$ cat src/design/rhp_pkg.sv
// ----------------------------------------------------------------------------
// rhp_pkg
// Shared types and constants for the RTP / H.264 header parser.
// ----------------------------------------------------------------------------
`default_nettype none

package rhp_pkg;

    // longest packet taken; later bytes are dropped and flagged
    localparam int unsigned MAX_PACKET_BYTES = 65535;

    localparam int unsigned POS_W  = 16;
    localparam int unsigned HEND_W = 18;

    // fixed RTP header length in bytes
    localparam logic [POS_W-1:0]  FIXED_HDR_BYTES = POS_W'(12);
    localparam logic [HEND_W-1:0] HDR_END_RESET   = HEND_W'(12);
    localparam logic [HEND_W-1:0] HDR_END_MAX     = {HEND_W{1'b1}};

    // H.264 NAL unit types handled in the RTP payload
    localparam logic [4:0] NAL_SINGLE_FIRST = 5'd1;
    localparam logic [4:0] NAL_SINGLE_LAST  = 5'd23;
    localparam logic [4:0] NAL_STAP_A       = 5'd24;
    localparam logic [4:0] NAL_STAP_B       = 5'd25;
    localparam logic [4:0] NAL_MTAP16       = 5'd26;
    localparam logic [4:0] NAL_MTAP24       = 5'd27;
    localparam logic [4:0] NAL_FU_A         = 5'd28;
    localparam logic [4:0] NAL_FU_B         = 5'd29;

    // result status codes
    typedef enum logic [3:0] {
        ST_OK        = 4'd0,
        ST_SHORT     = 4'd1,
        ST_OVERRUN   = 4'd2,
        ST_EMPTY     = 4'd3,
        ST_FORBIDDEN = 4'd4,
        ST_STAP_A    = 4'd5,
        ST_STAP_B    = 4'd6,
        ST_MTAP16    = 4'd7,
        ST_MTAP24    = 4'd8,
        ST_FU_B      = 4'd9,
        ST_UNKNOWN   = 4'd10,
        ST_TOO_LONG  = 4'd11
    } t_status;

    // one packet byte in flight
    typedef struct packed {
        logic [7:0] data;
        logic       last;
    } t_byte_xfer;

    // packet state as it stands after the current byte is taken
    typedef struct packed {
        logic [7:0]        flags;
        logic [7:0]        marker_pt;
        logic [15:0]       seq;
        logic [31:0]       ts;
        logic [31:0]       ssrc;
        logic [HEND_W-1:0] header_end;
        logic [15:0]       nal_fu;
        logic [POS_W-1:0]  count;
        logic              too_long;
    } t_pkt_view;

endpackage

`default_nettype wire

$ cat src/design/rhp_in_stage.sv
// ----------------------------------------------------------------------------
// rhp_in_stage
// Input register for packet bytes, with the forward handshake.
// ----------------------------------------------------------------------------
`default_nettype none

module rhp_in_stage (
    input  wire logic               i_clk,
    input  wire logic               i_rst_n,
    input  wire logic               i_in_valid,
    output logic                    o_in_ready,
    input  wire rhp_pkg::t_byte_xfer i_byte,
    input  wire logic               i_res_ready,
    output logic                    o_step,
    output rhp_pkg::t_byte_xfer     o_byte
);
    import rhp_pkg::*;

    logic       r_in_valid;
    t_byte_xfer r_in;

    // a final byte moves on only when the result register can take it
    assign o_step     = r_in_valid && (!r_in.last || i_res_ready);
    assign o_in_ready = !r_in_valid || o_step;
    assign o_byte     = r_in;

    // valid flag
    always_ff @(posedge i_clk) begin
        if (!i_rst_n) begin
            r_in_valid <= 1'b0;
        end else if (o_in_ready) begin
            r_in_valid <= i_in_valid;
        end
    end

    // payload
    always_ff @(posedge i_clk) begin
        if (o_in_ready && i_in_valid) begin
            r_in <= i_byte;
        end
    end

endmodule

`default_nettype wire

$ cat src/design/rhp_capture.sv
// ----------------------------------------------------------------------------
// rhp_capture
// Per-packet state: byte count, RTP header fields, extension length,
// header end and the first two payload bytes.
// ----------------------------------------------------------------------------
`default_nettype none

module rhp_capture (
    input  wire logic                i_clk,
    input  wire logic                i_rst_n,
    input  wire logic                i_step,
    input  wire rhp_pkg::t_byte_xfer i_byte,
    output rhp_pkg::t_pkt_view       o_view
);
    import rhp_pkg::*;

    logic [POS_W-1:0]  r_pos;
    logic [7:0]        r_flags;
    logic [7:0]        r_marker_pt;
    logic [15:0]       r_seq;
    logic [31:0]       r_ts;
    logic [31:0]       r_ssrc;
    logic [15:0]       r_ext;
    logic [HEND_W-1:0] r_header_end;
    logic [15:0]       r_nal_fu;
    logic              r_too_long;

    logic [POS_W-1:0]  n_pos;
    logic [7:0]        n_flags;
    logic [7:0]        n_marker_pt;
    logic [15:0]       n_seq;
    logic [31:0]       n_ts;
    logic [31:0]       n_ssrc;
    logic [15:0]       n_ext;
    logic [HEND_W-1:0] n_header_end;
    logic [15:0]       n_nal_fu;
    logic              n_too_long;

    logic [6:0]        base;
    logic [HEND_W:0]   ext_end;
    logic [HEND_W:0]   he_plus1;
    logic              take;
    logic [7:0]        b;

    assign b = i_byte.data;

    // state after the current byte
    always_comb begin
        n_pos        = r_pos;
        n_flags      = r_flags;
        n_marker_pt  = r_marker_pt;
        n_seq        = r_seq;
        n_ts         = r_ts;
        n_ssrc       = r_ssrc;
        n_ext        = r_ext;
        n_header_end = r_header_end;
        n_nal_fu     = r_nal_fu;
        n_too_long   = r_too_long;
        take         = r_pos < POS_W'(MAX_PACKET_BYTES);
        base         = '0;
        ext_end      = '0;
        he_plus1     = {1'b0, r_header_end} + (HEND_W+1)'(1);

        if (!take) begin
            n_too_long = 1'b1;
        end else begin
            n_pos = r_pos + POS_W'(1);

            // fixed header bytes
            if (r_pos == '0) begin
                n_flags     = b;
                n_marker_pt = '0;
                n_seq       = '0;
                n_ts        = '0;
                n_ssrc      = '0;
                n_ext       = '0;
                n_nal_fu    = '0;
            end else begin
                case (r_pos) inside
                    POS_W'(1):                  n_marker_pt = b;
                    POS_W'(2):                  n_seq[15:8] = b;
                    POS_W'(3):                  n_seq[7:0]  = b;
                    POS_W'(4):                  n_ts[31:24] = b;
                    POS_W'(5):                  n_ts[23:16] = b;
                    POS_W'(6):                  n_ts[15:8]  = b;
                    POS_W'(7):                  n_ts[7:0]   = b;
                    POS_W'(8):                  n_ssrc[31:24] = b;
                    POS_W'(9):                  n_ssrc[23:16] = b;
                    POS_W'(10):                 n_ssrc[15:8]  = b;
                    POS_W'(11):                 n_ssrc[7:0]   = b;
                    default: ;
                endcase
            end

            // end of CSRC list
            base = 7'd12 + {1'b0, n_flags[3:0], 2'b00};
            if (r_pos == '0) begin
                n_header_end = HEND_W'(base) + (n_flags[4] ? HEND_W'(4) : '0);
            end

            // extension length word, then its end
            if (n_flags[4] && (r_pos == POS_W'(base) + POS_W'(2) ||
                               r_pos == POS_W'(base) + POS_W'(3))) begin
                n_ext = {r_ext[7:0], b};
                if (r_pos == POS_W'(base) + POS_W'(3)) begin
                    ext_end = (HEND_W+1)'(base) + (HEND_W+1)'(4)
                            + {1'b0, n_ext, 2'b00};
                    n_header_end = ext_end[HEND_W] ? HDR_END_MAX : ext_end[HEND_W-1:0];
                end
            end

            // first two payload bytes
            if (r_pos >= FIXED_HDR_BYTES) begin
                if ({2'b00, r_pos} == r_header_end) begin
                    n_nal_fu[15:8] = b;
                end else if ({3'b000, r_pos} == he_plus1) begin
                    n_nal_fu[7:0] = b;
                end
            end
        end
    end

    assign o_view.flags      = n_flags;
    assign o_view.marker_pt  = n_marker_pt;
    assign o_view.seq        = n_seq;
    assign o_view.ts         = n_ts;
    assign o_view.ssrc       = n_ssrc;
    assign o_view.header_end = n_header_end;
    assign o_view.nal_fu     = n_nal_fu;
    assign o_view.count      = n_pos;
    assign o_view.too_long   = n_too_long;

    // packet state registers; the final byte returns them to reset values
    always_ff @(posedge i_clk) begin
        if (!i_rst_n || (i_step && i_byte.last)) begin
            r_pos        <= '0;
            r_flags      <= '0;
            r_marker_pt  <= '0;
            r_seq        <= '0;
            r_ts         <= '0;
            r_ssrc       <= '0;
            r_ext        <= '0;
            r_header_end <= HDR_END_RESET;
            r_nal_fu     <= '0;
            r_too_long   <= 1'b0;
        end else if (i_step) begin
            r_pos        <= n_pos;
            r_flags      <= n_flags;
            r_marker_pt  <= n_marker_pt;
            r_seq        <= n_seq;
            r_ts         <= n_ts;
            r_ssrc       <= n_ssrc;
            r_ext        <= n_ext;
            r_header_end <= n_header_end;
            r_nal_fu     <= n_nal_fu;
            r_too_long   <= n_too_long;
        end
    end

    // header end never falls below the fixed header
    a_hdr_end_min: assert property (@(posedge i_clk) disable iff (!i_rst_n)
        r_header_end >= HDR_END_RESET)
        else $error("header end below fixed header length");

    // overflow flag only once the byte count is saturated
    a_too_long_full: assert property (@(posedge i_clk) disable iff (!i_rst_n)
        r_too_long |-> r_pos == POS_W'(MAX_PACKET_BYTES))
        else $error("too long flag set before packet limit");

endmodule

`default_nettype wire

$ cat src/design/rhp_classify.sv
// ----------------------------------------------------------------------------
// rhp_classify
// Payload bounds and H.264 classification of a finished packet, held in
// the result register until the receiver takes it.
// ----------------------------------------------------------------------------
`default_nettype none

module rhp_classify (
    input  wire logic               i_clk,
    input  wire logic               i_rst_n,
    input  wire logic               i_load,
    input  wire logic [7:0]         i_last_data,
    input  wire rhp_pkg::t_pkt_view i_view,
    output logic                    o_res_ready,
    output logic                    o_out_valid,
    input  wire logic               i_out_ready,
    output logic [3:0]              o_status,
    output logic [1:0]              o_rtp_version,
    output logic                    o_marker_bit,
    output logic [6:0]              o_payload_kind,
    output logic [15:0]             o_seq_num,
    output logic [31:0]             o_rtp_timestamp,
    output logic [31:0]             o_source_id,
    output logic [4:0]              o_nal_type,
    output logic [7:0]              o_nal_header_byte,
    output logic                    o_nal_header_valid,
    output logic [15:0]             o_data_offset,
    output logic [15:0]             o_data_length
);
    import rhp_pkg::*;

    logic        r_out_valid;
    t_status     r_status;
    logic [1:0]  r_version;
    logic [7:0]  r_marker_pt;
    logic [15:0] r_seq;
    logic [31:0] r_ts;
    logic [31:0] r_ssrc;
    logic [4:0]  r_nal_type;
    logic [7:0]  r_nhb;
    logic        r_nvalid;
    logic [15:0] r_off;
    logic [15:0] r_len;

    t_status     n_status;
    logic [4:0]  n_nal_type;
    logic [7:0]  n_nhb;
    logic        n_nvalid;
    logic [15:0] n_off;
    logic [15:0] n_len;

    logic [7:0]  pad;
    logic [19:0] rem;
    logic [15:0] plen;
    logic [7:0]  b0;
    logic [7:0]  b1;
    logic [4:0]  t;

    // bytes left for the NAL payload after header and padding
    always_comb begin
        pad  = i_view.flags[5] ? i_last_data : 8'd0;
        rem  = 20'(i_view.count) - 20'(pad) - 20'(i_view.header_end);
        plen = rem[15:0];
        b0   = i_view.nal_fu[15:8];
        b1   = i_view.nal_fu[7:0];
        t    = b0[4:0];
    end

    // status and NAL fields
    always_comb begin
        n_status   = ST_OK;
        n_nal_type = '0;
        n_nhb      = '0;
        n_nvalid   = 1'b0;
        n_off      = '0;
        n_len      = '0;
        if (i_view.too_long) begin
            n_status = ST_TOO_LONG;
        end else if (i_view.count < FIXED_HDR_BYTES) begin
            n_status = ST_SHORT;
        end else if (rem[19]) begin
            n_status = ST_OVERRUN;
        end else if (rem == '0) begin
            n_status = ST_EMPTY;
        end else if (b0[7]) begin
            n_status = ST_FORBIDDEN;
        end else begin
            case (t) inside
                [NAL_SINGLE_FIRST:NAL_SINGLE_LAST]: begin
                    n_nal_type = t;
                    n_nhb      = b0;
                    n_nvalid   = 1'b1;
                    n_off      = i_view.header_end[15:0] + 16'd1;
                    n_len      = plen - 16'd1;
                end
                NAL_FU_A: begin
                    if (plen < 16'd2) begin
                        n_status = ST_SHORT;
                    end else begin
                        n_nal_type = b1[4:0];
                        n_nhb      = {b0[7:5], b1[4:0]};
                        n_nvalid   = b1[7];
                        n_off      = i_view.header_end[15:0] + 16'd2;
                        n_len      = plen - 16'd2;
                    end
                end
                NAL_STAP_A: n_status = ST_STAP_A;
                NAL_STAP_B: n_status = ST_STAP_B;
                NAL_MTAP16: n_status = ST_MTAP16;
                NAL_MTAP24: n_status = ST_MTAP24;
                NAL_FU_B:   n_status = ST_FU_B;
                default:    n_status = ST_UNKNOWN;
            endcase
        end
    end

    assign o_res_ready = !r_out_valid || i_out_ready;

    // result valid flag
    always_ff @(posedge i_clk) begin
        if (!i_rst_n) begin
            r_out_valid <= 1'b0;
        end else if (i_load) begin
            r_out_valid <= 1'b1;
        end else if (i_out_ready) begin
            r_out_valid <= 1'b0;
        end
    end

    // result payload
    always_ff @(posedge i_clk) begin
        if (i_load) begin
            r_status    <= n_status;
            r_version   <= i_view.flags[7:6];
            r_marker_pt <= i_view.marker_pt;
            r_seq       <= i_view.seq;
            r_ts        <= i_view.ts;
            r_ssrc      <= i_view.ssrc;
            r_nal_type  <= n_nal_type;
            r_nhb       <= n_nhb;
            r_nvalid    <= n_nvalid;
            r_off       <= n_off;
            r_len       <= n_len;
        end
    end

    assign o_out_valid        = r_out_valid;
    assign o_status           = r_status;
    assign o_rtp_version      = r_version;
    assign o_marker_bit       = r_marker_pt[7];
    assign o_payload_kind     = r_marker_pt[6:0];
    assign o_seq_num          = r_seq;
    assign o_rtp_timestamp    = r_ts;
    assign o_source_id        = r_ssrc;
    assign o_nal_type         = r_nal_type;
    assign o_nal_header_byte  = r_nhb;
    assign o_nal_header_valid = r_nvalid;
    assign o_data_offset      = r_off;
    assign o_data_length      = r_len;

    // a result is never loaded over one that is still waiting
    a_no_overwrite: assert property (@(posedge i_clk) disable iff (!i_rst_n)
        i_load |-> o_res_ready)
        else $error("result register overwritten");

    // error results carry no NAL bounds
    a_err_clean: assert property (@(posedge i_clk) disable iff (!i_rst_n)
        (r_out_valid && r_status != ST_OK) |->
            (!r_nvalid && r_off == '0 && r_len == '0 && r_nal_type == '0))
        else $error("NAL fields set on error status");

endmodule

`default_nettype wire

$ cat src/design/rtp_h264_header_parser.sv
// ----------------------------------------------------------------------------
// rtp_h264_header_parser
// RTP header parser with H.264 (RFC 3984) payload classification.
//
// Input channel (i_in_valid / o_in_ready) carries one packet byte per
// transfer, with i_last_byte high on the final byte. Output channel
// (o_out_valid / i_out_ready) carries one result per packet: header fields,
// status, NAL header byte and the offset and length of the NAL data.
// Throughput is one byte per cycle, except that a final byte waits while
// the result register still holds an untaken result. The final byte passes
// through the input register and then the result register, which raises
// o_out_valid; the state update and the classification are a single
// combinational pass between these two registers.
// When the receiver stalls, the finished result waits in the result
// register and non-final bytes keep flowing; only a second final byte
// waits, in the input register, until the held result is taken.
// Reset (synchronous, active low) empties both registers and returns the
// packet state to the start of a packet.
// ----------------------------------------------------------------------------
`default_nettype none

module rtp_h264_header_parser (
    input  wire logic        i_clk,
    input  wire logic        i_rst_n,
    input  wire logic        i_in_valid,
    output logic             o_in_ready,
    input  wire logic [7:0]  i_data_byte,
    input  wire logic        i_last_byte,
    output logic             o_out_valid,
    input  wire logic        i_out_ready,
    output logic [3:0]       o_status,
    output logic [1:0]       o_rtp_version,
    output logic             o_marker_bit,
    output logic [6:0]       o_payload_kind,
    output logic [15:0]      o_seq_num,
    output logic [31:0]      o_rtp_timestamp,
    output logic [31:0]      o_source_id,
    output logic [4:0]       o_nal_type,
    output logic [7:0]       o_nal_header_byte,
    output logic             o_nal_header_valid,
    output logic [15:0]      o_data_offset,
    output logic [15:0]      o_data_length
);
    import rhp_pkg::*;

    t_byte_xfer in_byte;
    t_byte_xfer cur_byte;
    t_pkt_view  view;
    logic       step;
    logic       res_ready;

    assign in_byte.data = i_data_byte;
    assign in_byte.last = i_last_byte;

    // input register
    rhp_in_stage u_in_stage (
        .i_clk       (i_clk),
        .i_rst_n     (i_rst_n),
        .i_in_valid  (i_in_valid),
        .o_in_ready  (o_in_ready),
        .i_byte      (in_byte),
        .i_res_ready (res_ready),
        .o_step      (step),
        .o_byte      (cur_byte)
    );

    // packet state
    rhp_capture u_capture (
        .i_clk   (i_clk),
        .i_rst_n (i_rst_n),
        .i_step  (step),
        .i_byte  (cur_byte),
        .o_view  (view)
    );

    // classification and result register
    rhp_classify u_classify (
        .i_clk              (i_clk),
        .i_rst_n            (i_rst_n),
        .i_load             (step && cur_byte.last),
        .i_last_data        (cur_byte.data),
        .i_view             (view),
        .o_res_ready        (res_ready),
        .o_out_valid        (o_out_valid),
        .i_out_ready        (i_out_ready),
        .o_status           (o_status),
        .o_rtp_version      (o_rtp_version),
        .o_marker_bit       (o_marker_bit),
        .o_payload_kind     (o_payload_kind),
        .o_seq_num          (o_seq_num),
        .o_rtp_timestamp    (o_rtp_timestamp),
        .o_source_id        (o_source_id),
        .o_nal_type         (o_nal_type),
        .o_nal_header_byte  (o_nal_header_byte),
        .o_nal_header_valid (o_nal_header_valid),
        .o_data_offset      (o_data_offset),
        .o_data_length      (o_data_length)
    );

endmodule

`default_nettype wire

$ cat config.mk
export PLATFORM = sky130hd
export DESIGN_NAME = rtp_h264_header_parser
export DESIGN_NICKNAME = d
export VERILOG_FILES = /design/src/design/rhp_pkg.sv /design/src/design/rhp_in_stage.sv /design/src/design/rhp_capture.sv /design/src/design/rhp_classify.sv /design/src/design/rtp_h264_header_parser.sv
export SDC_FILE = /design/constraint.sdc
export NUM_CORES = 1
export LEC_CHECK = 0
export BUFFER_PORTS_ARGS = -buffer_cell sky130_fd_sc_hd__clkbuf_2
export CAP_MARGIN = 20
export CORE_MARGIN = 5
export CORE_UTILIZATION = 50
export CTS_CLUSTER_SIZE = 10
export DETAILED_ROUTE_END_ITERATION = 7
export HOLD_SLACK_MARGIN = 0.06
export PLACE_DENSITY = 0.75
export SETUP_SLACK_MARGIN = 0.3
export SKIP_CTS_REPAIR_TIMING = 1
export SYNTH_ARGS = -nofsm -noshare
export SYNTH_HDL_FRONTEND = slang
export SYNTH_HIERARCHICAL = 1
export SYNTH_SLANG_ARGS = --single-unit
export TNS_END_PERCENT = 30
$ cat constraint.sdc
create_clock -name i_clk -period 10 [get_ports i_clk]
set_input_delay 1 -clock i_clk [delete_from_list [all_inputs] [get_ports i_clk]]
set_output_delay 1 -clock i_clk [all_outputs]
set_load 0.005 [all_outputs]
# Word level (Yosys, flattened, before mapping)
# Cells that the tools add are included.
# Widths: inputs -> output; s select.
# totals
regBits	306
output_inout_bits	142
# op_classes
bitwise_logic	1
n_eq_ne	21
n_reduce_logical	24
n_lt_le_gt_ge	6
n_addsub	14
n_mux	123
# ops
operator	n
$mux 8	77
$mux 16	12
$mux 32	4
$mux 18	5
$eq 16x3->1 const B	4
$eq 16x4->1 const B	4
$mux 4	10
$add 16x1->16 const B	2
$eq 16x16->1	2
$eq 16x2->1 const B	2
$eq 5x5->1 const B	6
$mux 7	3
$logic_not 20->1	1
$sub 20x18->20	1
$add 18x1->19 const B	1
$add 8x18->19	1
$eq 16x19->1	1
$add 7x18->18	1
$eq 16x18->1	1
$sub 16x8->17	1
$add 16x2->16 const B	1
$add 7x2->8 const B	2
$eq 16x1->1 const B	1
$ge 16x4->1 const B	1
25 further kinds	45

# Depth between registers and ports, before layout
# Gate-level depths: netlist of run 1.
# logic_depth
word_depth	19
mapped_depth	35

# Hierarchy
# Netlist of run 1, hierarchy kept.
# by_module_without_submodules
mod	seq_area_each_um2	instances	cells_per_inst	area_per_inst_um2
rhp_capture	3103.0	1	1345	9829.4
rhp_classify	4043.9	1	651	7307.0
rhp_in_stage	290.3	1	16	345.3
rtp_h264_header_parser	0.0	1	1	6.3

# Worst setup path after synthesis of run 1
# OpenSTA, ideal clock, no wires.
# synth_timing
path_type	reg2reg
startpoint	register u_capture.r_pos[0]
endpoint	register u_classify.r_len[9], in the netlist u_classify/o_data_length[9], data pin
period_less_slack_ns	7.296
path_slack_ns	2.704
arrival_ns	7.035
path_buffers	5
path_stages_with_launch	35
required_time_ns	9.739
cell_sequence	dfxtp_1 -> clkbuf_1 -> inv_1 -> ha_1 -> buf_2 -> nor4b_1 -> nand4_1 -> clkbuf_1 -> clkbuf_1 -> a21oi_1 -> xnor2_1 -> ha_1 -> ha_1 -> inv_1 -> fa_1 -> nor2b_1 -> o21ai_0 -> a21boi_0 -> o2111ai_1 -> nor2_1 -> xor2_1 -> nor2_1 -> o21ai_0 -> inv_1 -> ha_1 -> a21oi_1 -> o31ai_1 -> or4_1 -> o211ai_1 -> o22ai_1 -> or4_4 -> o31ai_4 -> a21o_4 -> buf_6 -> a21oi_1
# synth_rtl
item	line_no	text
start, declared	rhp_capture.sv:17	logic [POS_W-1:0] r_pos;
start signal, assigned	rhp_capture.sv:147	r_pos <= n_pos;
end signal, assigned	rhp_classify.sv:143	r_len <= n_len;
end, declared	rhp_classify.sv:43	logic [15:0] r_len;

==> results of run 1 <==
[path summary, 6_finish.rpt]
| path | slack, ps | from | end | cells after the start |
|---|---|---|---|---|
| worst max-delay path | 1680 | u_capture/r_pos[0] | u_classify/o_status[3] | 25 |
| worst min-delay path | 450 | u_capture/r_ssrc[26] | u_capture/r_ssrc[26] | 2 |
| worst max register to register | 1680 | u_capture/r_pos[0] | u_classify/o_status[3] | 25 |
| worst min register to register | 450 | u_capture/r_ssrc[26] | u_capture/r_ssrc[26] | 2 |
[worst reg2reg max path: cells and delay by family (launching register included)]
kind / cells / cell delay [ps]
multiplexers: 1 / 380
buffers and inverters: 5 / 1240
AO/OA/AOI/OAI: 10 / 2560
flip-flops: 1 / 500
AND/OR/NAND/NOR: 5 / 2040
adder cells (fa/ha/maj): 4 / 1350
[registers in the layout, indices dropped and copies added, names as in the netlist, 2 cells and up]
name,flops
u_classify/o_data_length,16
u_capture/r_ext,8
u_classify/o_seq_num,16
u_classify/o_source_id,32
u_classify/r_marker_pt,8
u_classify/o_data_offset,16
u_capture/r_ssrc,32
u_classify/o_nal_header_byte,3
u_capture/r_nal_fu,14
u_capture/r_ts,32
u_classify/o_rtp_timestamp,32
u_capture/r_pos,16
u_classify/o_nal_type,4
u_capture/r_flags,8
u_capture/r_marker_pt,8
u_classify/o_status,4
u_capture/r_header_end,18
u_capture/r_seq,16
u_classify/o_rtp_version,2
u_in_stage/o_byte,9
[placed cells by master, fill, tap and decap left out, types with 8 or more instances in the layout]
| cell | instances |
|---|---|
| nand2b_1 | 16 |
| o21a_1 | 9 |
| nor2b_1 | 15 |
| or4_1 | 8 |
| or3_1 | 15 |
| buf_4 | 28 |
| a21o_1 | 11 |
| and4_1 | 8 |
| edfxtp_1 | 143 |
| a21oi_1 | 104 |
| o21ai_0 | 93 |
| and3_1 | 17 |
| inv_1 | 59 |
| a31oi_1 | 11 |
| nand4_1 | 17 |
| o211ai_1 | 19 |
| dfxtp_1 | 155 |
| xor2_1 | 36 |
| mux2i_1 | 98 |
| a22oi_1 | 81 |
| a221oi_1 | 9 |
| a211oi_1 | 21 |
| nand3_1 | 94 |
| nor4_1 | 10 |
| clkbuf_1 | 20 |
| or2_2 | 12 |
| nand3b_1 | 10 |
| ha_1 | 51 |
| nor2_1 | 306 |
| clkbuf_2 | 153 |
| nand2_1 | 219 |
| clkbuf_16 | 39 |
| and2_1 | 19 |
| xnor2_1 | 39 |
| nor3_1 | 37 |
[power groups by stage]
stage | clock network [mW] | logic [mW] | registers (mW)
detailed placement | 0 | 0.601 | 1.34
CTS | 1.26 | 0.605 | 1.31
finish | 1.24 | 0.619 | 1.31
global placement | 0 | 0.595 | 1.34
floorplan | 0 | 0.451 | 1.33
global route | 1.31 | 0.681 | 1.31
[layout make-up]
cell class	instances	share of cell area
sequential	298	0.3810
timing repair buffer	182	0.05084
multi-input combinational	1490	0.4696
clock buffer	60	0.05484
inverter	59	0.01141
clock inverter	6	0.003029
tap	455	0.02932
[per-stage QoR]
step	instances	total power [mW]	setup WS, ps
floorplan	1993	1.782	2746
global placement	2483	1.931	2075
detailed placement	2484	1.938	1922
CTS	2550	3.181	1836
global route	2550	3.308	1022
finish	2550	3.174	1678
[metal layers]
layer | wire [um] | vias up
li1 | - | 7252
met1 | 21850 | 7339
met2 | 22210 | 706
met3 | 4509 | 86
met4 | 1256 | 0
met5 | 0 | -
==> impl_summary.md, run 1 <==
Power and ir drop
The net switching power is 946.9 uW. The share of total power in sequential cells is 0.413. The proportion of power drawn by the clock network is 0.392. The power per unit of standard cell area is 163.5 mW/mm2.

Of the total power, combinational logic draws 0.195. For this design the static power due to leakage is 7.172 nW. The maximum vdd drop is 0.1259 mV. Of the total power, the share spent switching nets is 0.2983. The total internal power is 2.227 mW.

Synthesis
The cell area that synthesis handed to floorplanning was 0.01736 mm2. A synthesized cell averages 8.708 um2. The Yosys step of the flow raised 6 warnings. After technology mapping, the gate count stands at 1993. Synthesis produced a netlist with a net count of 2060.

Global routing
The most crowded layer after global routing is met2. The met1 global-route usage is 0.3576. The global-route wire length before repair is 78.03 mm. The residual overflow from global routing is 0. In the global route stage, met2 resource usage came out at 0.3805. The number of global-route vias before repair came to 14.28k. The initial antenna violation count is 0.

In the global route stage, overall resource usage came out at 0.2475. Entering global routing, the biggest net connects 102 pins. For met3 alone, demand over resource in global routing was 0.04568.

STA
The number of hold-slack violations in the final timing report is 0. The post-route fraction of the period consumed by the critical path is 0.8322. At the pin with the least slew margin, the transition time is 1082 ps.

The final period demand of the worst path is 8322 ps. The final setup violation count is 0. For the final routed database, the setup TNS stands at 0 ps. The final clock skew is 24.27 ps.

The relative slew slack is 0.2786. The count of pins over their slew limit is 0. The worst hold slack is 454.4 ps.

Based on the critical path, the design can be clocked at up to 120.2 MHz. Setup repair after global routing left no endpoint under its margin.

Critical path
The category of the critical setup timing path is register to register. The data required time at the worst endpoint is 10280 ps. The kind of cell adding the most delay to the critical path is compound AO/OA/AOI/OAI gates. The startpoint class of the critical path is a register. The cell with the most instances on the worst path is ha_1. The kind of end point of the critical path is a register. Of all nets on the critical path, the largest fanout is 46. Data arrives at the worst endpoint at 8600 ps. The stage delay of the slowest cell on the critical path is 750 ps. For this design, the slowest cell found on the critical path is nor3_1.

The critical path contains buffers and inverters numbering 5 combined.

Clocking
After clock tree synthesis, the clock-pin slew on the worst setup and hold paths is 60 ps. The H-tree generated during clock tree synthesis spans 2 levels. TritonCTS created 37 clock buffers.

No sink is reached through more buffers than the 3 on the longest clock path. TritonCTS built the clock tree. At the later pin of the worst-skew pair, clock insertion delay measures 550 ps. The number of clock sinks is 298. CTS placed an instance of clkbuf_16 at the clock tree root.

Hold path
The path class of the tightest hold or removal check is register to register.

Floorplanning
Measured along the x axis, the die boundary spans 196.3 um. The initialized floorplan defines 68 standard-cell rows. From bottom edge to top edge, the die measures 196.3 um. The top-level I/O count is 155.

The initial utilization of the core area, before any placement, comes to 0.5049. The area enclosed by the die boundary is 0.03854 mm2. The area inside the core boundary is 0.03437 mm2.

Run
The max-cap violation count is 0.

Final layout
The proportion of layout cells with a drive suffix above 1 is 0.1337. The final non-filler cell area is 0.01942 mm2. The sequential cell area is 0.007397 mm2. Summing all multi-input logic gate instances after layout gives 0.009119 mm2. The final net count is 2135. The number of antenna diodes in the final layout is 0. The utilization after layout is 0.5649.

Relative to the synthesized area, the layout overhead comes to 11.88%. The count of fill cells added during filler insertion is 3084.

Detailed routing
The first-pass iteration count of the detailed router is 5. For this block, the initial DRC count from the detailed router was 1403. In the final routed layout, each cell accounts on average for 19.54 um. After detailed routing, the number of remaining DRC violations is 0. The detailed-route vias per instance is 6.033. The remaining number of nets flagged by the antenna check after routing is 0. The total wirelength of the detailed-routed design is 49.82 mm.

The via count of the routed design is 15.38k.

Place
The placement-stage cell area is 0.01829 mm2. The placed wire-length estimate after detailed placement is 34.76 mm. Routability-driven placement finished with a final weighted congestion of 0.9879. The count of port buffers added during placement is 153.

Run status
The flow ran to the end, and the final reports show no timing, DRC or antenna violations.
No activity file was read; power rests on OpenSTA's default activity.
==> run 2: changes to the inputs <==
- ABC_AREA: unset -> 1
- clock period: 10 -> 7.9 ns (I/O delays scaled with it)
==> run 2 against run 1 <==
Critical path depth rose by 15. Sequential power rose by 31%. Die area rose by 6.2%. Worst setup slack got worse by 780 ps. Cell count rose by 23%.
==> impl_summary.md, run 2 <==
Detailed routing
The pre-antenna-repair detailed-routing pass consisted of 8 iterations. The per-cell routed wire length is 17.42 um. For this run, design rule violations remaining after detail routing come to 0. The detailed-route vias per instance is 5.533. In this run, the number of DRC markers left after iteration 0 of detailed routing was 1677. For this block, the routed nets add up to 54.69 mm of wire. The via count of the routed design is 17.37k.

The count of nets left with antenna violations once routing finished came out at 0.

STA
For the pin with the worst max-slew slack, the measured transition is 1047 ps. The relative slew slack is 0.3019. The maximum clock frequency is 142.8 MHz. The final period demand of the worst path is 7002 ps. Setup repair after global routing could not meet its margin everywhere. The final setup violation count is 0. Across the routed clock network, the largest skew measured is 32.88 ps. The post-route fraction of the period consumed by the critical path is 0.8864. The number of hold-slack violations in the final timing report is 0. The count of pins over their slew limit is 0. For the final routed database, the setup TNS stands at 0 ps. The setup slack after layout is 897.8 ps.

Global routing
The global-route wire length before repair is 86.27 mm. The maximum number of pins on one net before global-route repair is 109. The number of global-route vias before repair is 16.18k. The initial antenna violation count was 0. For this run, the total global-route usage over all layers was measured as 0.2573.

The total overflow left after global routing is 0.

Synthesis
Synthesis produced a netlist with a net count of 2604. The netlist area before placement is 0.01850 mm2. Averaged over all synthesized cells, the footprint is 7.290 um2.

The number of cells produced by synthesis is 2537. Yosys printed 6 warnings.

Run status
The flow ran to the end, and the final reports show no timing, DRC or antenna violations.

Hold path
The worst hold-check path type is primary input to register. The hold path startpoint is i_data_byte[2].

Power and ir drop
Dividing total power by cell area gives a power density of 242.8 mW/mm2. Summed over all cells, the static leakage comes to 9.313 nW. IR analysis of the VDD net gives a maximum drop of 0.1612 mV.

Critical path
STA puts the critical path data arrival time at 7260 ps. STA classifies the critical path startpoint as a register. In this run the worst path has a maximum fanout of 40. The worst setup path is captured at a register. On the critical path, the stage with the largest delay is an instance of ha_1. Counting stages on the worst path, the most repeated cell is nand2_1.

The critical path is of the register to register type. The stage delay of the slowest cell on the critical path is 410 ps. The data required time at the worst endpoint is 8160 ps. The startpoint of the worst-slack reg-to-reg timing path is u_capture/r_pos[1]. In this run the worst setup path begins at u_capture/r_pos[1].

Clocking
The tree is rooted in a clkbuf_16. The clock latency at the later pin of the worst-skew pair is 540 ps. TritonCTS built the clock tree. The clock transition at the register clock pins on the worst setup and hold paths after CTS is 50 ps. The number of buffers inserted during clock tree synthesis is 36. The tree built by TritonCTS fans out to 298 sinks.

The H-tree depth reported by CTS is 2. The maximum root-to-sink buffer count is 3.

Final layout
The most frequent standard cell in the layout excluding fill and tap cells is nand2_1. The number of antenna diodes in the final layout is 0. The area growth from synthesis to final layout is 11.26%. The final net count is 2713.

The count of fill cells added during filler insertion is 3387. Measured on the finished design, the core utilization comes to 0.5634. The final non-filler cell area is 0.02058 mm2. In the final layout, flip-flops and latches occupy 0.007397 mm2. The top cell types in the final layout, fill and taps aside, are 601 x nand2_1, 358 x inv_1, 247 x nor2_1. The proportion of layout cells with a drive suffix above 1 is 0.1265. In the final layout, the multi-input gates occupy 0.009144 mm2.

Floorplanning
155 I/O pins were placed. The die covers 0.04094 mm2. The area inside the core boundary is 0.03652 mm2. The floorplan step set the die height to 202.3 um. From left edge to right edge, the die measures 202.3 um. The floorplan has 70 rows. For this configuration, the core starts out at a cell density of 0.5064.

Place
The worst setup timing slack at the placement stage is 876.8 ps. The global placer's final weighted congestion is 0.9457. Detailed placement finished with a half-perimeter wire length of 39.44 mm. The placement-stage cell area is 0.01949 mm2. Buffers placed on the I/O ports in this run total 153.

Run
The max-cap violation count is 0.
[run 2: final cells by class]
type / count / share of cell area
well taps: 468 / 0.02846
clock buffers: 59 / 0.04901
clock inverters: 4 / 0.002736
multi-input cells: 1754 / 0.4444
inverters: 376 / 0.06889
flip-flops and latches: 298 / 0.3595
repair buffers: 180 / 0.04706
[run 2: critical path, delay by kind of cell, from the launching register on]
| family | cells | cell delay [ps] |
|---|---|---|
| AND/OR/NAND/NOR | 31 | 4410 |
| adder cells (fa/ha/maj) | 4 | 1280 |
| flip-flops | 1 | 360 |
| buffers and inverters | 5 | 610 |
[run 2: final timing paths]
| kind | to | slack, ps | depth (start not counted) |
|---|---|---|---|
| min | u_in_stage/o_byte[3] | 450 | 1 |
| max reg2reg | u_classify/o_data_offset[12] | 900 | 40 |
| max | u_classify/o_data_offset[12] | 900 | 40 |
| min reg2reg | u_capture/r_seq[7] | 460 | 2 |
[run 2: metrics by stage]
stage                     power (mW)  cells  hold WS, ps
final                          4.995   3139        447.5
after global placement         3.441   3074        448.2
after detailed placement       3.469   3074        452.0
after CTS                      4.990   3137        433.3
after floorplan                3.061   2537        439.6
after global routing           5.286   3139        446.8
[run 2: where the power goes]
part / switching [mW] / leakage, nW / internal, mW / total [mW]
Combinational: 1.24 / 6.16 / 0.520 / 1.76
Clock: 0.638 / 0.508 / 0.876 / 1.51
Sequential: 0.0406 / 2.64 / 1.68 / 1.72
Total: 1.92 / 9.31 / 3.08 / 5.00
[run 2: per-layer routing]
| metal | global-route usage | vias to the layer above | wire length (um) |
|---|---|---|---|
| met1 | 0.3601 | 8040 | 23960 |
| li1 | - | 8452 | - |
| met2 | 0.4033 | 762 | 23950 |
| met3 | 0.05102 | 114 | 5079 |
| met4 | 0.08244 | 0 | 1704 |
| met5 | 0 | - | 0 |
